## src/rtl/core/pn_pkg.sv

```systemverilog
// Shared constants, types and arithmetic helpers for the octave Perlin noise block.
`default_nettype none
package pn_pkg;

  localparam int FRAC_BITS   = 16;
  localparam int TABLE_SIZE  = 256;
  localparam int IDX_W       = 8;
  localparam int MAX_OCTAVES = 16;
  localparam int CNT_W       = 5;
  localparam int PERS_W      = 17;
  localparam int NOISE_W     = 18;
  localparam int QUO_W       = 24;

  // Configuration register indexes.
  localparam logic [1:0] REG_OCTAVES = 2'd0;
  localparam logic [1:0] REG_PERSIST = 2'd1;
  localparam logic [1:0] REG_UNIT    = 2'd2;

  // Operation codes of an input beat.
  localparam logic OP_EVAL = 1'b0;
  localparam logic OP_LOAD = 1'b1;

  // Steps of one octave.
  localparam int STEP_W = 4;
  localparam logic [STEP_W-1:0] STEP_RD_X0  = 4'd0;
  localparam logic [STEP_W-1:0] STEP_RD_X1  = 4'd1;
  localparam logic [STEP_W-1:0] STEP_RD_H00 = 4'd2;
  localparam logic [STEP_W-1:0] STEP_RD_H01 = 4'd3;
  localparam logic [STEP_W-1:0] STEP_RD_H10 = 4'd4;
  localparam logic [STEP_W-1:0] STEP_RD_H11 = 4'd5;
  localparam logic [STEP_W-1:0] STEP_G11    = 4'd6;
  localparam logic [STEP_W-1:0] STEP_LERP_X = 4'd7;
  localparam logic [STEP_W-1:0] STEP_LERP_Y = 4'd8;
  localparam logic [STEP_W-1:0] STEP_ACC    = 4'd9;

  // Commands from the controller to the datapath.
  typedef struct packed {
    logic              start;
    logic              load;
    logic              oct_run;
    logic [STEP_W-1:0] step;
    logic              div_init;
    logic              div_run;
    logic              fin;
  } pn_cmd_t;

  // Status from the datapath to the controller.
  typedef struct packed {
    logic [CNT_W-1:0] oct_count;
  } pn_stat_t;

  // Corner gradient over four diagonal directions, chosen by three hash bits.
  function automatic logic signed [19:0] grad(input logic [2:0] h,
                                              input logic signed [17:0] dx,
                                              input logic signed [17:0] dy);
    logic signed [19:0] p;
    logic signed [19:0] q;
    begin
      p = h[2] ? 20'(dy) : 20'(dx);
      q = h[2] ? 20'(dx) : 20'(dy);
      if (h[0]) p = -p;
      if (h[1]) q = -q;
      grad = p + q;
    end
  endfunction

  // Linear blend a + floor(t * (b - a)).
  function automatic logic signed [23:0] lerp(input logic signed [17:0] t,
                                              input logic signed [23:0] a,
                                              input logic signed [23:0] b);
    logic signed [24:0] d;
    logic signed [42:0] pr;
    begin
      d = 25'(b) - 25'(a);
      pr = 43'(d) * 43'(t);
      lerp = a + $signed(pr[39:16]);
    end
  endfunction

endpackage
`default_nettype wire

```

## src/rtl/core/pn_ctrl.sv

```systemverilog
// Controller state machine that sequences octaves, division and result delivery.
`default_nettype none
module pn_ctrl (
  input  wire logic             clk,
  input  wire logic             rst_n,
  input  wire logic             in_tvalid,
  output logic                  in_tready,
  input  wire logic             in_op,
  output logic                  out_tvalid,
  input  wire logic             out_tready,
  input  wire pn_pkg::pn_stat_t stat,
  output pn_pkg::pn_cmd_t       cmd
);
  import pn_pkg::*;

  localparam logic [1:0] S_IDLE = 2'd0;
  localparam logic [1:0] S_OCT  = 2'd1;
  localparam logic [1:0] S_DIV  = 2'd2;
  localparam logic [1:0] S_FIN  = 2'd3;

  logic [1:0]        state_r, state_nxt;
  logic [STEP_W-1:0] step_r, step_nxt;
  logic [CNT_W-1:0]  oct_r, oct_nxt;
  logic [CNT_W-1:0]  cnt_r, cnt_nxt;
  logic [CNT_W-1:0]  div_r, div_nxt;
  logic              out_valid_r, out_valid_nxt;
  logic              accept;

  assign in_tready  = (state_r == S_IDLE);
  assign out_tvalid = out_valid_r;
  assign accept     = in_tvalid && in_tready;

  // Next state and command decode.
  always_comb begin
    state_nxt = state_r;
    step_nxt  = step_r;
    oct_nxt   = oct_r;
    cnt_nxt   = cnt_r;
    div_nxt   = div_r;
    cmd       = '0;
    cmd.step  = step_r;
    case (state_r)
      S_IDLE: begin
        cmd.load = accept && (in_op == OP_LOAD);
        if (accept && (in_op == OP_EVAL)) begin
          cmd.start = 1'b1;
          cnt_nxt   = stat.oct_count;
          oct_nxt   = '0;
          step_nxt  = '0;
          state_nxt = S_OCT;
        end
      end
      S_OCT: begin
        cmd.oct_run = 1'b1;
        if (step_r == STEP_ACC) begin
          step_nxt = '0;
          oct_nxt  = oct_r + 1'b1;
          if (oct_r == cnt_r - 1'b1) begin
            div_nxt   = '0;
            state_nxt = S_DIV;
          end
        end else begin
          step_nxt = step_r + 1'b1;
        end
      end
      S_DIV: begin
        cmd.div_init = (div_r == '0);
        cmd.div_run  = (div_r != '0);
        div_nxt      = div_r + 1'b1;
        if (div_r == CNT_W'(QUO_W)) begin
          state_nxt = S_FIN;
        end
      end
      S_FIN: begin
        cmd.fin = !out_valid_r || out_tready;
        if (cmd.fin) begin
          state_nxt = S_IDLE;
        end
      end
      default: begin
        state_nxt = S_IDLE;
      end
    endcase
  end

  // Result valid flag of the output register.
  always_comb begin
    out_valid_nxt = out_valid_r;
    if (cmd.fin) begin
      out_valid_nxt = 1'b1;
    end else if (out_tready) begin
      out_valid_nxt = 1'b0;
    end
  end

  always_ff @(posedge clk) begin
    if (!rst_n) begin
      state_r     <= S_IDLE;
      step_r      <= '0;
      oct_r       <= '0;
      cnt_r       <= '0;
      div_r       <= '0;
      out_valid_r <= 1'b0;
    end else begin
      state_r     <= state_nxt;
      step_r      <= step_nxt;
      oct_r       <= oct_nxt;
      cnt_r       <= cnt_nxt;
      div_r       <= div_nxt;
      out_valid_r <= out_valid_nxt;
    end
  end

  // An accepted evaluate beat starts the octave sequence.
  a_start: assert property (@(posedge clk) disable iff (!rst_n)
    cmd.start |=> (state_r == S_OCT))
    else $error("evaluate beat did not start the octave sequence");

  // Delivering a result always raises the output valid flag.
  a_fin: assert property (@(posedge clk) disable iff (!rst_n)
    cmd.fin |=> out_valid_r)
    else $error("result register not marked valid");

  // Octave index stays below the latched octave count.
  a_oct: assert property (@(posedge clk) disable iff (!rst_n)
    (state_r == S_OCT) |-> (oct_r < cnt_r) && (step_r <= STEP_ACC))
    else $error("octave sequencer out of range");

  // No beat is taken during the division phase.
  a_busy: assert property (@(posedge clk) disable iff (!rst_n)
    (state_r == S_DIV) |-> !cmd.start && !cmd.load)
    else $error("beat accepted while busy");

endmodule
`default_nettype wire

```

## config.mk

```make
export PLATFORM = sky130hd
export DESIGN_NAME = pn_ctrl
export DESIGN_NICKNAME = d
export VERILOG_FILES = /design/src/rtl/core/pn_pkg.sv /design/src/rtl/core/pn_ctrl.sv
export SDC_FILE = /design/constraint.sdc
export NUM_CORES = 1
export LEC_CHECK = 0
export BUFFER_PORTS_ARGS = -buffer_cell sky130_fd_sc_hd__buf_2
export CORE_UTILIZATION = 30
export CTS_BUF_LIST = sky130_fd_sc_hd__clkbuf_8
export CTS_CLUSTER_SIZE = 25
export DETAILED_ROUTE_END_ITERATION = 16
export GPL_ROUTABILITY_DRIVEN = 0
export GPL_TIMING_DRIVEN = 0
export HOLD_SLACK_MARGIN = 0.08
export PLACE_DENSITY = 0.47
export SYNTH_ARGS = -nofsm -noshare
export SYNTH_HDL_FRONTEND = slang
export SYNTH_SLANG_ARGS = --single-unit
```

## constraint.sdc

```tcl
create_clock -name clk -period 2.27 [get_ports clk]
set_clock_uncertainty 0.05 [all_clocks]
set_input_delay 0.3405 -clock clk [delete_from_list [all_inputs] [get_ports clk]]
set_output_delay 0.3405 -clock clk [all_outputs]
set_load 0.02 [all_outputs]
```

### Yosys cells after proc, flatten, opt, wreduce, memory -nomap -nowiden

Cells that the tools add are included.

* add/subtract/negate cells: 4
* equal/unequal tests: 11
* muxes and demuxes: 22
* bitwise logic cells: 1
* reductions and logical operators: 16

Operator list (count)
* 5-bit two-way mux: 4
* 5-bit one-hot mux with 2 select lines: 2
* 2-bit two-way mux: 7
* 5-bit by 1-bit adder with 5-bit output (second input constant): 2
* 4-bit two-way mux: 2
* 2-bit inequality test (second input constant): 4
* 2-bit one-hot mux with 4 select lines: 1
* 4-bit one-hot mux with 2 select lines: 1
* 3-bit AND reduction: 2
* 2-bit nonzero test: 3
* 5-bit equality test: 1
* 5-bit equality test (second input constant): 1
* 5-bit zero test: 1
* 1-bit two-way mux: 5
* 5-bit AND reduction: 1
* 5-bit nonzero test: 1
* 5-bit by 1-bit subtractor with 5-bit output (second input constant): 1
* 4-bit by 1-bit adder with 4-bit output (second input constant): 1
* 2-bit equality test (second input constant): 2
* 4-bit equality test (second input constant): 1
* 2-bit AND reduction: 2
* 1-bit logical AND: 3
* 2-bit by 1-bit equality test with 1-bit output (second input constant): 1
* 2-bit zero test: 1
* other kinds (4): 4

* bits in registers: 22
* input bits: 10

### Longest topological paths before layout

Gate-level depths: netlist (run 1).

* depth in word-level cells: 5
* depth in mapped cells: 7
* depth with buffers taken out: 7

### Least setup slack after synthesis (run 1)

OpenSTA, ideal clock, no wires.

* path type: register to register
* start: register cnt_r[0]
* end: register div_r[0]
* data arrival time: 1738 ps
* setup slack: 361 ps
* cell stages (with the launch flop): 8
* buffers on the path: 0
* period minus slack after synthesis: 1909 ps
* cell sequence: dfxtp_1 -> inv_1 -> ha_1 -> o21ba_1 -> a221oi_2 -> o2111ai_2 -> and2_4 -> mux2_2

* word-level cells in the longest chain between the ends: 4

Ends and longest elaborated chain
* start: declaration: RTL line pn_ctrl.sv:24 `logic [CNT_W-1:0] cnt_r, cnt_nxt;`
* start signal: assignment: RTL line pn_ctrl.sv:108 `cnt_r <= cnt_nxt;`
* 5-bit by 1-bit subtractor with 5-bit output: RTL line pn_ctrl.sv:58 `if (oct_r == cnt_r - 1'b1) begin`
* 5-bit equality test: RTL line pn_ctrl.sv:58
* 2-bit inequality test (no line)
* 3-bit AND reduction (no line)
* end signal: assignment: RTL line pn_ctrl.sv:109 `div_r <= div_nxt;`
* end: declaration: RTL line pn_ctrl.sv:25 `logic [CNT_W-1:0] div_r, div_nxt;`

No other way between the ends.
A chain may end at the register's enable or synchronous reset.

==> flow_summary_export.csv, run 1 <==
group,metric,value,unit
run_status,status,"finished, final reports clean",
synthesis,async_reset_ff_share,0,%
route,avgViaCountPerCell,4.79,
final_layout,area_growth,16.0,%
power_and_ir_drop,seq_power_share,38.8,%
route,drt_iter0_markers,29,
sta,drv_slew,0,
critical_path,required,1.88,ns
die,die_x,67.9,um
route,drt_first_pass_iters,4,
synthesis,ys_types,40,
synthesis,ys_seq_elements,22,
power_and_ir_drop,switching_share,39.5,%
critical_path,crit_path_start_kind,"flip-flop",
clock_network,numCtsBuffers,3,
global_route,grtUsageMet1,17.6,%
die,start_util,31.9,%
synthesis,syn-num-nets,175,
power_and_ir_drop,total_leakage_power,0.646,nW
synthesis,synth-edff-count,0,
run,drv_cap,0,
global_route,grt.busiest_layer,"met2",
hold_path,hp-class,"in2reg",
die,dieArea,4610,sq um
clock_network,cts_setup_buffers,0,
placed_design,dp_hpwl,2090,um
route,drc,0,
synthesis,synth-main-ff-cell,"dfxtp_1",
placed_design,dp.cells,225,
route,vias,1092,
clock_network,cts-hold-fix-buffers,0,
global_route,grtUsageTotal,13.3,%
sta,layout_setup_ws,0.114,ns
critical_path,worst_setup_path_end_kind,"primary output",
sta,fin_crit,2.16,ns
clock_network,clockBufferDepth,2,
critical_path,setup.worst_path.class,"reg2out",
critical_path,r2r_slack,0.19,ns
global_route,grt_use_met2,21.1,%
sta,max-slew-margin-rel,71.9,%
global_route,grt_pass1_wl,4600,um
placed_design,dp_slack,0.187,ns
sta,holdWs,0.262,ns
die,coreArea,4090,sq um
clock_network,insertion_delay,0.26,ns
placed_design,io_buffers,20,
critical_path,worstPathArrival,1.77,ns
sta,grt_setup_unrepaired,"yes",
global_route,grt_use_met3,2.00,%
power_and_ir_drop,irDropWorstVdd,0.351,mV
route,wl,2670,um
power_and_ir_drop,powerDensity,839,nW/um^2
clock_network,cts_root_buf,"clkbuf_8",
route,wl_per_cell,11.7,um
clock_network,cts_resized,0,
final_layout,layout_common_cells,"nand2_1 (23), dfxtp_1 (22), buf_2 (21)",
power_and_ir_drop,p_switching,0.501,mW
die,ios,22,
synthesis,seq_area_frac_synth,33.8,%
sta,worstMarginPinSlew,0.416,ns
route,final_antenna_net_count,0,
synthesis,ys_warn_count,0,
sta,setup_viol,0,
global_route,antenna_found_initial,0,
final_layout,final_util,37.0,%
clock_network,htree_levels,1,
final_layout,final_common_cell,"nand2_1",
synthesis,syn_area_per_cell,8.41,sq um
global_route,grt_overflow_total,0,
power_and_ir_drop,internal_power,0.768,mW
final_layout,drive_gt1_share,19.1,%
final_layout,final_cells,228,
final_layout,nNetsFinal,200,
final_layout,antennaDiodeCount,0,
power_and_ir_drop,p_total,1.27,mW
sta,hold_viol_final,0,
clock_network,clock_sinks,22,
clock_network,cts_tree,"done",
sta,fin_crit_sh,95.0,%
clock_network,clk_pin_slew_worst_paths,0.08,ns
synthesis,netlist_area,1300,sq um
sta,fmax,464,MHz
die,num_rows,23,
power_and_ir_drop,power_frac_clock,18.9,%
die,die_h,67.9,um
critical_path,crit_fanout,9,
global_route,grt_pass1_vias,1004,
global_route,grt_start_max_net_pins,12,
power_and_ir_drop,p_comb_share,42.3,%
synthesis,synthCells,155,
[power groups by stage]
stage / Sequential [mW] / Combinational, mW / Clock [mW]
after CTS: 0.492 / 0.537 / 0.251
after detailed placement: 0.501 / 0.534 / 0
after floorplan: 0.507 / 0.394 / 0
after global placement: 0.497 / 0.521 / 0
after global routing: 0.500 / 0.601 / 0.271
final: 0.492 / 0.536 / 0.240
[kinds of logic after synthesis]
family,after synthesis,share of synthesized area (%)
buffers and inverters,14,4.99
adder cells (fa/ha/maj),10,9.60
AND/OR/NAND/NOR,63,25.2
XOR/XNOR,13,8.73
AO/OA/AOI/OAI,31,16.0
flip-flops,22,33.8
multiplexers,2,1.63
[final cells by class]
class                      instances  area (sq um)
sequential                        22           440
timing repair buffer              20           100
clock buffer                       3          41.3
tap                               50          62.6
inverter                          10          37.5
fill                             415          2570
multi-input combinational        119           803
buffer                             4          27.5
[worst max-delay path: stages (launching register included)]
cell and delay [ns]:
dfxtp_1 0.34, inv_1 0.11, ha_1 0.27, nand3b_1 0.32, inv_1 0.26, buf_2 0.20
[Yosys cell counts (all sizes together) (2+ instances only)]
cell type,number,share of area (%)
nor3,2,1.6
a22oi,2,1.2
and2,3,1.6
nand4,3,1.4
nand2,23,6.6
dfxtp,22,34
xnor2,6,4.0
a21oi,12,4.6
nor4b,2,1.8
a211oi,2,1.2
nand2b,2,0.96
ha,10,9.6
nand3,3,1.2
inv,10,2.9
and3,4,1.9
o21ai,4,1.5
a31oi,3,1.4
nor2,13,3.7
xor2,7,4.7
buf,3,1.8
nand3b,2,1.2
nor2b,4,1.9
[registers in the layout, indices dropped and copies added (netlist names)]
signal	count
cnt_r	5
div_r	5
oct_r	5
out_tvalid	1
state_r	2
step_r	4
[metal layers]
metal / vias to the layer above / part of all wire, %
met5: - / 0
met4: 0 / 0.94
met3: 2 / 3.0
met2: 18 / 45
met1: 495 / 51
li1: 577 / -
[stage by stage]
step,instance area [sq um],TNS (ns)
after floorplan,1300,0
after global placement,1470,0
after detailed placement,1470,0
after CTS,1510,0
after global routing,1510,-0.00685
final,1510,0
[worst paths after layout]
kind | startpoint | endpoint | cells past startpoint
setup / recovery | state_r[0]$_SDFFE_PN0P_ | cmd[9] | 5
hold / removal | stat[2] | cnt_r[2]$_SDFFE_PN0P_ | 3
setup reg to reg | cnt_r[0]$_SDFFE_PN0P_ | div_r[0]$_SDFFE_PN0P_ | 7
hold reg to reg | cnt_r[4]$_SDFFE_PN0P_ | cnt_r[4]$_SDFFE_PN0P_ | 2
Power figures use the tool's default switching activity.
==> run 2: changes to the inputs <==
Settings changed: ABC_AREA set to 1, HOLD_SLACK_MARGIN 0.08 to 0.06.
==> flow_summary_export.csv, run 2 <==
group,metric,value,unit
run_status,status,"finished, final reports clean",
global_route,grt_start_max_net_pins,12,
die,die_x,69.0,um
final_layout,area_growth,15.7,%
final_layout,top_regs,"cnt_r x5, div_r x5, oct_r x5",
critical_path,max_stage_delay,0.35,ns
clock_network,cts_root_buf,"clkbuf_8",
synthesis,post-synth-top-count-cell,"nand2_1",
die,start_util,31.2,%
critical_path,critPathSlowestCell,"dfxtp_1",
final_layout,nNetsFinal,236,
die,ios,22,
die,num_rows,24,
synthesis,ys_warn_count,0,
synthesis,seq_area_frac_synth,32.7,%
placed_design,io_buffers,21,
route,wl,2720,um
die,die_h,69.0,um
final_layout,final_common_cell,"nand2_1",
critical_path,timing.rr.end,"oct_r[2]$_SDFFE_PN0P_",
critical_path,crit_fanout,10,
final_layout,layout_common_cells,"nand2_1 (40), inv_1 (25), dfxtp_1 (22)",
critical_path,worst_setup_path_end_kind,"primary output",
critical_path,worstPathArrival,1.66,ns
synthesis,synth-main-ff-cell,"dfxtp_1",
global_route,grt_pass1_wl,4800,um
clock_network,cts_tree,"done",
route,drt_iter0_markers,23,
final_layout,drive_gt1_share,19.2,%
sta,fmax,487,MHz
global_route,grtUsageTotal,12.4,%
clock_network,htree_levels,1,
final_layout,antennaDiodeCount,0,
global_route,grt_pass1_vias,1073,
sta,drv_slew,0,
synthesis,synth-edff-count,0,
hold_path,hp-class,"in2reg",
synthesis,ys_types,29,
sta,setup_viol,0,
run,drv_cap,0,
power_and_ir_drop,total_leakage_power,0.709,nW
global_route,grt_overflow_total,0,
critical_path,r2r_slack,0.35,ns
critical_path,critPathLaunch,"state_r[0]$_SDFFE_PN0P_",
route,wl_per_cell,10.2,um
global_route,antenna_found_initial,0,
sta,worstMarginPinSlew,0.580,ns
clock_network,insertion_delay,0.26,ns
clock_network,clock_sinks,22,
power_and_ir_drop,p_total,1.42,mW
final_layout,final_util,36.1,%
critical_path,reg2reg_depth,6,
critical_path,path_common_cell,"inv_1",
synthesis,syn_area_per_cell,7.09,sq um
sta,fin_crit_sh,90.4,%
clock_network,numCtsBuffers,3,
route,vias,1179,
clock_network,clockBufferDepth,2,
critical_path,cp_cell_sequence,"inv_1, ha_1, nand3_2, buf_4, inv_1, buf_2",
route,drc,0,
route,avgViaCountPerCell,4.43,
route,final_antenna_net_count,0,
critical_path,required,1.88,ns
synthesis,yosysTopAreaCellShare,32.7,%
synthesis,yosysTopAreaCell,"dfxtp_1",
placed_design,dp_hpwl,2110,um
critical_path,setup.worst_path.class,"reg2out",
clock_network,cts_resized,0,
route,drt_first_pass_iters,3,
sta,layout_setup_ws,0.217,ns
synthesis,synthCells,190,
critical_path,crit_end,"cmd[9]",
die,dieArea,4760,sq um
synthesis,async_reset_ff_share,0,%
critical_path,crit_path_start_kind,"flip-flop",
sta,fin_crit,2.05,ns
clock_network,clk_pin_slew_worst_paths,0.08,ns
sta,hold_viol_final,0,
synthesis,ys_seq_elements,22,
power_and_ir_drop,irDropWorstVdd,0.380,mV
critical_path,r2r-start,"state_r[0]$_SDFFE_PN0P_",
clock_network,cts-hold-fix-buffers,0,
sta,grt_setup_unrepaired,"no",
clock_network,cts_setup_buffers,0,
sta,max-slew-margin-rel,60.9,%
die,coreArea,4320,sq um
synthesis,syn-num-nets,210,
sta,tns,0,ns
placed_design,dp_slack,0.334,ns
synthesis,synth_area_leaders,"dfxtp_1 (33%), nand2_1 (11%), ha_1 (9.3%)",
power_and_ir_drop,powerDensity,911,nW/um^2
synthesis,netlist_area,1350,sq um
synthesis,synth_common_cells,"nand2_1 (40), inv_1 (25), dfxtp_1 (22), nor2_1 (19), a21oi_1 (17)",
==> run 2: changes by cell type after synthesis, moves of 3 or more <==
cell	previous run	this run
nand2_1	23	40
inv_2	0	3
xnor2_1	6	3
and3_1	4	1
nor2b_1	4	0
nand4_1	3	0
inv_1	10	25
nor2_1	13	19
o21ai_0	4	10
xor2_1	7	4
nand3_1	3	13
a21oi_1	12	17
==> run 2: power by group <==
| part | total (mW) | internal (mW) | switching (mW) |
|---|---|---|---|
| clock network | 0.247 | 0.119 | 0.129 |
| logic | 0.682 | 0.225 | 0.456 |
| registers | 0.491 | 0.440 | 0.0512 |
| total | 1.42 | 0.783 | 0.637 |
==> run 2: layer usage <==
metal,global-route usage [%],routed length [um],up-vias
met5,0,0,-
met3,3.65,84,2
met4,3.40,27,0
met1,16.3,1430,507
li1,-,-,657
met2,19.8,1180,13
==> run 2: area by class of cell <==
class | instances | area [sq um]
clock buffers | 3 | 41.3
inverters | 28 | 105
multi-input cells | 137 | 783
well taps | 52 | 65.1
plain buffers | 3 | 18.8
fillers | 495 | 2770
repair buffers | 21 | 105
flip-flops and latches | 22 | 440
==> run 2: cells by family (layout without fill, tap and decap cells) <==
kind of cell / Yosys count / count (layout) / synth area share (%)
flops: 22 / 22 / 32.7
xor+xnor: 7 / 7 / 4.55
fa+ha+maj: 10 / 10 / 9.29
simple gates: 88 / 88 / 30.9
buf+inv: 31 / 55 / 9.19
compound gates: 32 / 32 / 13.4
==> run 2: through the flow <==
stage               cell area (sq um)  std cells  hold slack [ns]
detailed placement               1520        263            0.434
global placement                 1520        263            0.440
CTS                              1560        266            0.280
global route                     1560        266            0.301
floorplan                        1350        190            0.403
finish                           1560        266            0.287
==> run 2: how the worst min path moves through the flow <==
| stage | from | end | depth (start not counted) |
|---|---|---|---|
| after floorplan | cnt_r[1]$_SDFFE_PN0P_ | cnt_r[1]$_SDFFE_PN0P_ | 2 |
| after global placement | cnt_r[1]$_SDFFE_PN0P_ | cnt_r[1]$_SDFFE_PN0P_ | 2 |
| after detailed placement | out_tvalid$_SDFFE_PN0P_ | out_tvalid$_SDFFE_PN0P_ | 2 |
| after CTS | stat[4] | cnt_r[4]$_SDFFE_PN0P_ | 3 |
| after global routing | stat[4] | cnt_r[4]$_SDFFE_PN0P_ | 3 |
| final | stat[4] | cnt_r[4]$_SDFFE_PN0P_ | 3 |
==> run 2: critical path, delay by kind of cell, from the launching register on <==
family,cells,cell delay (ns)
and+or+nand+nor,1,0.18
DFF,1,0.35
adders and majority gates,1,0.32
buffers and inverters,4,0.55
